**config.mk**
```make
export PLATFORM = sky130hd
export DESIGN_NAME = pot_mode_selector_hysteresis
export DESIGN_NICKNAME = d
export VERILOG_FILES = /design/src/sv/pmsh_pkg.sv /design/src/sv/pot_mode_selector_hysteresis.sv /design/src/sv/pmsh_cfg_regs.sv /design/src/sv/pmsh_step.sv
export VERILOG_INCLUDE_DIRS = /design/src /design/src/sv
export SDC_FILE = /design/constraint.sdc
export NUM_CORES = 1
export LEC_CHECK = 0
export ABC_AREA = 1
export BUFFER_PORTS_ARGS = -buffer_cell sky130_fd_sc_hd__buf_2
export CAP_MARGIN = 15
export CELL_PAD_IN_SITES_DETAIL_PLACEMENT = 1
export CELL_PAD_IN_SITES_GLOBAL_PLACEMENT = 2
export CORE_ASPECT_RATIO = 1.25
export CORE_MARGIN = 8
export CORE_UTILIZATION = 30
export CTS_BUF_LIST = sky130_fd_sc_hd__clkbuf_4 sky130_fd_sc_hd__clkbuf_8 sky130_fd_sc_hd__clkbuf_16
export CTS_CLUSTER_SIZE = 24
export DETAILED_ROUTE_END_ITERATION = 12
export GPL_TIMING_DRIVEN = 0
export PLACE_DENSITY_LB_ADDON = 0.1
export SLEW_MARGIN = 30
export SYNTH_ARGS = -nofsm -noshare
export SYNTH_HDL_FRONTEND = slang
export SYNTH_SLANG_ARGS = --single-unit
```
**constraint.sdc**
```tcl
create_clock -name clk -period 3.45 [get_ports clk]
set_input_delay 0.1725 -clock clk [delete_from_list [all_inputs] [get_ports clk]]
set_output_delay 0.1725 -clock clk [all_outputs]
set_load 0.005 [all_outputs]
```
**src/sv/assert_macros.svh**
```systemverilog
// Assertion macros shared by the mode selector RTL.
`ifndef ASSERT_MACROS_SVH
`define ASSERT_MACROS_SVH

// Clocked check, masked while reset is high.
`define PMSH_ASSERT(lbl, prop, msg) \
  lbl: assert property (@(posedge clk) disable iff (rst) prop) else $error(msg);

// Clocked check that also holds during reset.
`define PMSH_ASSERT_ALWAYS(lbl, prop, msg) \
  lbl: assert property (@(posedge clk) prop) else $error(msg);

`endif

```
**src/sv/pmsh_pkg.sv**
```systemverilog
// Types and constants for the potentiometer mode selector.
package pmsh_pkg;

  localparam int THR_W   = 10;
  localparam int CNT_W   = 16;
  localparam int DIGIT_W = 8;
  localparam int IDX_W   = 2;
  localparam int GAP     = 5;

  localparam logic [THR_W-1:0] LOW_RESET  = 10'd100;
  localparam logic [THR_W-1:0] HIGH_RESET = 10'd900;
  localparam logic [CNT_W-1:0] OVF_RESET  = 16'd0;

  localparam logic [DIGIT_W-1:0] DIG_O    = 8'h4F;
  localparam logic [DIGIT_W-1:0] DIG_F    = 8'h46;
  localparam logic [DIGIT_W-1:0] DIG_NINE = 8'd9;
  localparam logic [DIGIT_W-1:0] DIG_ONE  = 8'd1;
  localparam logic [DIGIT_W-1:0] DIG_ZERO = 8'd0;

  typedef enum logic [IDX_W-1:0] {
    REG_LOW_LEVEL = 2'd0,
    REG_HIGH_LEVEL = 2'd1,
    REG_OVF_IGNORE = 2'd2
  } reg_idx_t;

  typedef enum logic {
    CMD_SAMPLE = 1'b0,
    CMD_FAULT  = 1'b1
  } cmd_t;

  typedef enum logic [2:0] {
    MODE_OFF_S   = 3'd0,
    MODE_RUN_S   = 3'd1,
    MODE_FULL_S  = 3'd2,
    MODE_OFF_NS  = 3'd3,
    MODE_RUN_NS  = 3'd4,
    MODE_FULL_NS = 3'd5,
    MODE_FAULT   = 3'd6
  } mode_t;

  typedef enum logic [1:0] {
    HALL_KEEP    = 2'd0,
    HALL_ENABLE  = 2'd1,
    HALL_DISABLE = 2'd2
  } hall_t;

  typedef struct packed {
    logic [THR_W-1:0] low_level;
    logic [THR_W-1:0] high_level;
    logic [CNT_W-1:0] ovf_count;
  } cfg_t;

  typedef struct packed {
    mode_t mode;
    logic  arm_low;
    logic  arm_mid;
    logic  arm_high;
  } state_t;

  typedef struct packed {
    mode_t              mode;
    logic [DIGIT_W-1:0] digit_a;
    logic [DIGIT_W-1:0] digit_b;
    logic [DIGIT_W-1:0] digit_c;
    logic               display_update;
    hall_t              hall;
    logic               triacs_all_on;
    logic               percent_full;
    logic               counter_load;
    logic [CNT_W-1:0]   counter_value;
  } res_t;

endpackage

```
**src/sv/pot_mode_selector_hysteresis.sv**
```systemverilog
// Potentiometer mode selector with hysteresis: input register, step logic, result register.
// A command waits in the input register while the result register is full and stalled.
// Throughput: one command per cycle while out_stall is low; the mode/arming update is
// a single pass of compare-and-select logic between the input and result registers.
// Reset (synchronous, rst high): mode off with sensor, all arming flags set,
// thresholds 100 and 900, reload value 0, both pipeline registers empty.
`include "assert_macros.svh"

module pot_mode_selector_hysteresis #(
  parameter int SAMPLE_BITS = 10
) (
  input  logic                         clk,
  input  logic                         rst,
  // command channel
  input  logic                         in_valid,
  output logic                         in_stall,
  input  logic                         cmd,
  input  logic [SAMPLE_BITS-1:0]       sample,
  // result channel
  output logic                         out_valid,
  input  logic                         out_stall,
  output logic [2:0]                   mode,
  output logic [SAMPLE_BITS-1:0]       level,
  output logic [pmsh_pkg::DIGIT_W-1:0] digit_a,
  output logic [pmsh_pkg::DIGIT_W-1:0] digit_b,
  output logic [pmsh_pkg::DIGIT_W-1:0] digit_c,
  output logic                         display_update,
  output logic [1:0]                   hall_irq_action,
  output logic                         triacs_all_on,
  output logic                         percent_full,
  output logic                         counter_load,
  output logic [pmsh_pkg::CNT_W-1:0]   counter_value,
  // configuration write channel
  input  logic                         cfg_valid,
  output logic                         cfg_ready,
  input  logic [pmsh_pkg::IDX_W-1:0]   cfg_index,
  input  logic [pmsh_pkg::CNT_W-1:0]   cfg_data
);

  pmsh_pkg::cfg_t   cfg;
  pmsh_pkg::state_t st;
  pmsh_pkg::state_t st_next;
  pmsh_pkg::res_t   res_next;
  pmsh_pkg::res_t   res;

  logic                   in_full;
  logic                   in_cmd;
  logic [SAMPLE_BITS-1:0] in_sample;
  logic [SAMPLE_BITS-1:0] level_next;
  logic [SAMPLE_BITS-1:0] level_q;
  logic                   res_full;
  logic                   advance;
  logic                   in_take;
  logic                   out_take;

  pmsh_cfg_regs u_cfg (
    .clk       (clk),
    .rst       (rst),
    .cfg_valid (cfg_valid),
    .cfg_ready (cfg_ready),
    .cfg_index (cfg_index),
    .cfg_data  (cfg_data),
    .cfg       (cfg)
  );

  pmsh_step #(
    .SAMPLE_BITS (SAMPLE_BITS)
  ) u_step (
    .cmd     (in_cmd),
    .sample  (in_sample),
    .cfg     (cfg),
    .st      (st),
    .st_next (st_next),
    .res     (res_next),
    .level   (level_next)
  );

  // Advance the held command whenever the result register is free or being emptied.
  assign out_take = res_full && !out_stall;
  assign advance  = in_full && (!res_full || !out_stall);
  assign in_stall = in_full && !advance;
  assign in_take  = in_valid && !in_stall;

  // Input register: take a new beat when empty or while the previous one moves on.
  always_ff @(posedge clk) begin
    if (rst) begin
      in_full <= 1'b0;
    end else if (in_take) begin
      in_full <= 1'b1;
    end else if (advance) begin
      in_full <= 1'b0;
    end
  end

  always_ff @(posedge clk) begin
    if (in_take) begin
      in_cmd    <= cmd;
      in_sample <= sample;
    end
  end

  // Mode and arming flags commit as the command leaves the input register,
  // so the next command in line already sees them.
  always_ff @(posedge clk) begin
    if (rst) begin
      st.mode     <= pmsh_pkg::MODE_OFF_S;
      st.arm_low  <= 1'b1;
      st.arm_mid  <= 1'b1;
      st.arm_high <= 1'b1;
    end else if (advance) begin
      st <= st_next;
    end
  end

  // Result register: hold the beat until the receiver drops stall.
  always_ff @(posedge clk) begin
    if (rst) begin
      res_full <= 1'b0;
    end else if (advance) begin
      res_full <= 1'b1;
    end else if (out_take) begin
      res_full <= 1'b0;
    end
  end

  always_ff @(posedge clk) begin
    if (advance) begin
      res     <= res_next;
      level_q <= level_next;
    end
  end

  assign out_valid       = res_full;
  assign mode            = res.mode;
  assign level           = level_q;
  assign digit_a         = res.digit_a;
  assign digit_b         = res.digit_b;
  assign digit_c         = res.digit_c;
  assign display_update  = res.display_update;
  assign hall_irq_action = res.hall;
  assign triacs_all_on   = res.triacs_all_on;
  assign percent_full    = res.percent_full;
  assign counter_load    = res.counter_load;
  assign counter_value   = res.counter_value;

  `PMSH_ASSERT(a_fault_cmd_sets_fault,
    in_full && advance && (in_cmd == pmsh_pkg::CMD_FAULT) |=> st.mode == pmsh_pkg::MODE_FAULT,
    "fault command did not force fault mode")
  `PMSH_ASSERT(a_one_arm_clear,
    $countones({st.arm_low, st.arm_mid, st.arm_high}) >= 2,
    "more than one arming flag cleared")
  `PMSH_ASSERT(a_stall_only_when_held,
    in_stall |-> in_full && res_full,
    "input stalled with nothing blocking")
  `PMSH_ASSERT(a_load_only_sensor_run,
    out_valid && counter_load |-> mode == pmsh_pkg::MODE_RUN_S,
    "counter reload outside sensor run")
  `PMSH_ASSERT(a_triacs_only_full,
    out_valid && triacs_all_on |->
      (mode == pmsh_pkg::MODE_FULL_S) || (mode == pmsh_pkg::MODE_FULL_NS),
    "triacs pulse outside full mode")

endmodule

```
**src/sv/pmsh_cfg_regs.sv**
```systemverilog
// Configuration register bank: thresholds and overflow reload value.
module pmsh_cfg_regs (
  input  logic                      clk,
  input  logic                      rst,
  input  logic                      cfg_valid,
  output logic                      cfg_ready,
  input  logic [pmsh_pkg::IDX_W-1:0] cfg_index,
  input  logic [pmsh_pkg::CNT_W-1:0] cfg_data,
  output pmsh_pkg::cfg_t            cfg
);

  pmsh_pkg::cfg_t regs;

  assign cfg_ready = 1'b1;
  assign cfg       = regs;

  always_ff @(posedge clk) begin
    if (rst) begin
      regs.low_level  <= pmsh_pkg::LOW_RESET;
      regs.high_level <= pmsh_pkg::HIGH_RESET;
      regs.ovf_count  <= pmsh_pkg::OVF_RESET;
    end else if (cfg_valid && cfg_ready) begin
      case (pmsh_pkg::reg_idx_t'(cfg_index))
        pmsh_pkg::REG_LOW_LEVEL:  regs.low_level  <= cfg_data[pmsh_pkg::THR_W-1:0];
        pmsh_pkg::REG_HIGH_LEVEL: regs.high_level <= cfg_data[pmsh_pkg::THR_W-1:0];
        pmsh_pkg::REG_OVF_IGNORE: regs.ovf_count  <= cfg_data;
        default: ;
      endcase
    end
  end

endmodule

```
**src/sv/pmsh_step.sv**
```systemverilog
// Band sort and mode transition logic for one command.
module pmsh_step #(
  parameter int SAMPLE_BITS = 10
) (
  input  logic                   cmd,
  input  logic [SAMPLE_BITS-1:0] sample,
  input  pmsh_pkg::cfg_t         cfg,
  input  pmsh_pkg::state_t       st,
  output pmsh_pkg::state_t       st_next,
  output pmsh_pkg::res_t         res,
  output logic [SAMPLE_BITS-1:0] level
);

  // Compare width: wide enough for either operand plus the gap, never wraps.
  localparam int CW = ((SAMPLE_BITS > pmsh_pkg::THR_W) ? SAMPLE_BITS : pmsh_pkg::THR_W) + 8;

  logic [CW-1:0] lv_ext;
  logic [CW-1:0] lo_ext;
  logic [CW-1:0] hi_ext;
  logic          in_low;
  logic          in_mid;
  logic          in_high;

  // All-ones minus the sample is its bitwise inverse.
  assign level  = (pmsh_pkg::cmd_t'(cmd) == pmsh_pkg::CMD_FAULT) ? '0 : ~sample;
  assign lv_ext = CW'(level);
  assign lo_ext = CW'(cfg.low_level);
  assign hi_ext = CW'(cfg.high_level);

  assign in_low  = lv_ext < lo_ext;
  assign in_mid  = (lv_ext >= lo_ext + CW'(pmsh_pkg::GAP)) &&
                   (lv_ext + CW'(pmsh_pkg::GAP) <= hi_ext);
  assign in_high = lv_ext > hi_ext;

  always_comb begin
    pmsh_pkg::state_t s;
    s   = st;
    res = '0;
    if (pmsh_pkg::cmd_t'(cmd) == pmsh_pkg::CMD_FAULT) begin
      s.mode = pmsh_pkg::MODE_FAULT;
    end else begin
      // Low band first, then middle, then high, each seeing the updated mode.
      if (in_low && s.arm_low &&
          (s.mode == pmsh_pkg::MODE_OFF_S || s.mode == pmsh_pkg::MODE_RUN_S ||
           s.mode == pmsh_pkg::MODE_FULL_S || s.mode == pmsh_pkg::MODE_RUN_NS ||
           s.mode == pmsh_pkg::MODE_FAULT)) begin
        s.mode = (s.mode == pmsh_pkg::MODE_FAULT) ? pmsh_pkg::MODE_OFF_NS
                                                   : pmsh_pkg::MODE_OFF_S;
        s.arm_low  = 1'b0;
        s.arm_mid  = 1'b1;
        s.arm_high = 1'b1;
        res.digit_a = pmsh_pkg::DIG_O;
        res.digit_b = pmsh_pkg::DIG_F;
        res.digit_c = pmsh_pkg::DIG_F;
        res.display_update = 1'b1;
      end
      if (in_mid && s.arm_mid) begin
        if (s.mode == pmsh_pkg::MODE_OFF_S || s.mode == pmsh_pkg::MODE_FULL_S) begin
          s.mode = pmsh_pkg::MODE_RUN_S;
          res.hall = pmsh_pkg::HALL_ENABLE;
          res.counter_load  = 1'b1;
          res.counter_value = cfg.ovf_count;
          s.arm_low  = 1'b1;
          s.arm_mid  = 1'b0;
          s.arm_high = 1'b1;
        end else if (s.mode == pmsh_pkg::MODE_OFF_NS ||
                     s.mode == pmsh_pkg::MODE_FULL_NS) begin
          s.mode = pmsh_pkg::MODE_RUN_NS;
          res.hall = pmsh_pkg::HALL_ENABLE;
          s.arm_low  = 1'b1;
          s.arm_mid  = 1'b0;
          s.arm_high = 1'b1;
        end
      end
      if (in_high && s.arm_high) begin
        if (s.mode == pmsh_pkg::MODE_OFF_S || s.mode == pmsh_pkg::MODE_RUN_S) begin
          s.mode = pmsh_pkg::MODE_FULL_S;
          res.hall = pmsh_pkg::HALL_DISABLE;
          res.triacs_all_on = 1'b1;
          s.arm_low  = 1'b1;
          s.arm_mid  = 1'b1;
          s.arm_high = 1'b0;
          res.digit_a = pmsh_pkg::DIG_NINE;
          res.digit_b = pmsh_pkg::DIG_NINE;
          res.digit_c = pmsh_pkg::DIG_NINE;
          res.display_update = 1'b1;
        end else if (s.mode == pmsh_pkg::MODE_OFF_NS ||
                     s.mode == pmsh_pkg::MODE_RUN_NS) begin
          s.mode = pmsh_pkg::MODE_FULL_NS;
          res.hall = pmsh_pkg::HALL_DISABLE;
          res.triacs_all_on = 1'b1;
          res.percent_full  = 1'b1;
          s.arm_low  = 1'b1;
          s.arm_mid  = 1'b1;
          s.arm_high = 1'b0;
          res.digit_a = pmsh_pkg::DIG_ONE;
          res.digit_b = pmsh_pkg::DIG_ZERO;
          res.digit_c = pmsh_pkg::DIG_ZERO;
          res.display_update = 1'b1;
        end
      end
    end
    res.mode = s.mode;
    st_next  = s;
  end

endmodule
```
==> impl_metrics.csv <==
group,metric,value,unit
run_status,status,"complete, but fails checks",
run_status,violations,"setup timing",
worst_setup_path,cpPeakStageDelay,420,ps
finish,insertedDiodeCount,0,
worst_setup_path,path_buf_inv,5,
synth,synthesis.area,5230,sq um
global_route,overflow,0,
place,dpl-instance-area,6020,sq um
min_path,hp-class,"in2reg",
pwr,power.density,423,nW/um^2
flow_run,cap_violations,0,
synth,yosysUniqueCellTypes,38,
clock_network,cts_buffer_depth,2,
global_route,grt_max_degree,26,
timing,timing.fmax,0.276,GHz
synth,synth_edf_count,48,
synth,avgSynthCellArea,8.55,sq um
worst_setup_path,crit_top_cell,"nor2_4",
global_route,antenna_found_initial,0,
timing,max_slew_margin,36.2,%
clock_network,root_buffer,"clkbuf_16",
synth,yosysSeqAreaShare,44.4,%
timing,timing.final.ws_setup,-168,ps
worst_setup_path,cp.arrival,3730,ps
pwr,p_int,0.00204,W
finish,drive_gt1_share,31.2,%
route,finalWirelength,14.7,mm
timing,rsz0062_at_grt,"yes",
worst_setup_path,path_class,"reg2reg",
route,post_drt_wl_per_cell,15.1,um
worst_setup_path,cp-end-kind,"flop",
global_route,grt_pass1_wl,23.4,mm
timing,hold_ws,76.9,ps
route,ant_nets,0,
pwr,clock_power_share,36.7,%
pwr,p_sw,0.000866,W
synth,yosys_register_bits,92,
route,drc_errors,0,
floorplanning,coreArea,17300,sq um
worst_setup_path,required,3560,ps
route,drt-pass1-iter-count,4,
timing,skew,11.7,ps
timing,fin_crit_sh,105,%
place,dp_slack,-811,ps
route,via_per_inst,4.51,
finish,area_delta_synth_final,31.4,%
min_path,min-delay-start,"cfg_data[7]",
synth,async_reset_ff_share,0,%
timing,min_period,3620,ps
place,hpwl,11.7,mm
pwr,p_comb_share,20.7,%
timing,hold_violations,0,
clock_network,clk_latency,350,ps
clock_network,clk_pin_slew,80,ps
floorplanning,dieArea,21900,sq um
clock_network,numCtsBuffers,9,
worst_setup_path,cp-startpoint,"in_cmd$_DFFE_PP_",
synth,syn_inst,612,
floorplanning,die_h,164,um
route,initialDrtViolationCount,175,
worst_setup_path,critPathMaxFanout,8,
timing,tightest_slew,950,ps
synth,synth-main-ff-cell,"edfxtp_1",
pwr,seqPwrFrac,42.6,%
route,num_vias,4409,
global_route,grtUsageTotal,13.7,%
floorplanning,fp-row-count,54,
clock_network,cts.htree.levels,3,
clock_network,cts_tree,"done",
worst_setup_path,cp_slowest_cell,"edfxtp_1",
floorplanning,num_io_pins,96,
global_route,grt_pass1_vias,4575,
finish,final_area,6870,sq um
pwr,netSwitchingFraction,29.8,%
worst_setup_path,crit_family,"simple AND/OR/NAND/NOR gates",
pwr,p_leak,3.18,nW
floorplanning,initial_core_util,30.2,%
timing,final-setup-viol-count,28,
pwr,total_power,0.00291,W
synth,yosysWarnings,0,
floorplanning,die_x,134,um
finish,nets,821,
pwr,max-vdd-ir-drop,0.206,mV
worst_setup_path,crit_path_start_kind,"flop",
finish,fill_cells,2083,
place,portBuffers,85,
place,gp_congestion,0.814,
worst_setup_path,r2r-start,"in_cmd$_DFFE_PP_",
timing,drv_slew,0,
clock_network,cts.sink_count,92,
==> worst min-delay path, cell delays in order <==
cell and delay [ps]:
buf_2 100, nand2_1 50, o211ai_1 70
==> cell usage after synthesis, types with 2 or more instances <==
cell / n / area, sq um
inv_1: 100 / 375
conb_1: 2 / 7.51
dfxtp_1: 44 / 881
nand2_1: 94 / 353
inv_2: 5 / 18.8
nand3_4: 4 / 70.1
o21bai_1: 2 / 15.0
nand2_4: 4 / 45.0
o21ai_0: 35 / 175
xnor2_1: 4 / 35.0
xor2_1: 10 / 87.6
nor3_1: 10 / 50.1
nor2_2: 3 / 18.8
clkbuf_1: 10 / 37.5
nand3_1: 17 / 85.1
nand3b_1: 2 / 15.0
buf_4: 23 / 173
ha_1: 38 / 475
a21oi_1: 55 / 275
edfxtp_1: 48 / 1440
nand2_2: 13 / 81.3
o21ai_1: 4 / 20.0
o211ai_1: 11 / 82.6
nand4_1: 9 / 56.3
nor2_1: 47 / 176
o21ai_2: 2 / 17.5
nor2_4: 5 / 56.3
==> timing repair <==
action,CTS,global route
buffers inserted,13,7
gates resized for setup,34,40
pin swaps,9,14
endpoints found under the hold margin,11,0
hold buffers,11,0
endpoints found under the setup margin,33,33
cloned,0,1
==> flip-flops by register name (all words and copies together), names as in the netlist <==
name and cells:
u_cfg.cfg 36, counter_load 1, in_sample 10, level 10, st 6, percent_full 1, hall_irq_action 2, digit_a 2
counter_value 16, out_valid 1, digit_b 2, in_cmd 1, in_full 1, mode 3
==> stage by stage <==
step	cells	utilization [%]	TNS [ps]
floorplan	620	-	0
global placement	929	34.6	-24000
detailed placement	930	34.8	-22100
CTS	970	38.4	-3690
global route	978	39.7	-12030
finish	978	39.7	-3690
==> layout make-up <==
class / count / area (sq um) / share of cell area [%]
multi-input combinational: 386 / 2550 / 37.2
sequential: 92 / 2320 / 33.8
timing repair buffer: 118 / 754 / 11.0
inverter: 107 / 407 / 5.92
tap: 224 / 280 / 4.08
buffer: 35 / 244 / 3.55
clock buffer: 10 / 233 / 3.39
clock inverter: 6 / 76.3 / 1.11
==> final timing paths <==
kind	endpoint	slack [ps]	cells after the start
worst max-delay path	mode[0]$_DFFE_PP_	-170	26
worst min-delay path	u_cfg.cfg[23]$_SDFFE_PP1P_	80	3
worst max register to register	mode[0]$_DFFE_PP_	-170	26
worst min register to register	u_cfg.cfg[1]$_SDFFE_PP0P_	480	2
==> power groups by stage <==
stage               registers [W]  clock network [W]  logic, W
finish                    0.00124            0.00107  0.000601
global route              0.00125            0.00114  0.000677
CTS                       0.00124            0.00110  0.000560
detailed placement        0.00127                  0  0.000508
global placement          0.00127                  0  0.000487
floorplan                 0.00126                  0  0.000344
==> metal layers <==
layer	wire, um	track usage (%)	up-vias
met4	173	4.14	0
met2	8110	25.7	63
met5	0	0	-
met3	513	2.71	13
met1	5940	15.0	2091
li1	-	-	2242
==> placed cells by master (no fill, tap or decap), types with 2 or more instances in the layout <==
cell type,instances
nand3_1,15
o21ai_1,6
nor3_2,2
nand3_4,4
buf_6,3
buf_4,41
nand3_2,2
clkbuf_1,9
nand3b_1,2
inv_6,2
nor2_2,9
edfxtp_1,48
inv_1,97
nor2_4,24
ha_1,37
nand2_4,8
conb_1,10
inv_4,3
a21oi_1,53
o211ai_1,11
xnor2_1,4
nand2_1,86
buf_2,85
o21ai_0,32
clkbuf_16,10
o21bai_1,2
dlygate4sd3_1,11
dfxtp_1,44
a21oi_2,3
nand4_1,9
nor3_1,8
nor2_1,22
xor2_1,10
o21ai_2,3
inv_8,2
inv_2,7
nand2_2,17
==> cells by family after synthesis <==
| family | synth area share, % |
|---|---|
| adders and majority gates | 9.09 |
| and+or+nand+nor | 19.6 |
| buffers and inverters | 12.1 |
| xor gates and xnor gates | 2.34 |
| AOI/OAI and AO/OA | 12.4 |
| DFF | 44.4 |
| other | 0.144 |
Power figures use the tool's default switching activity.
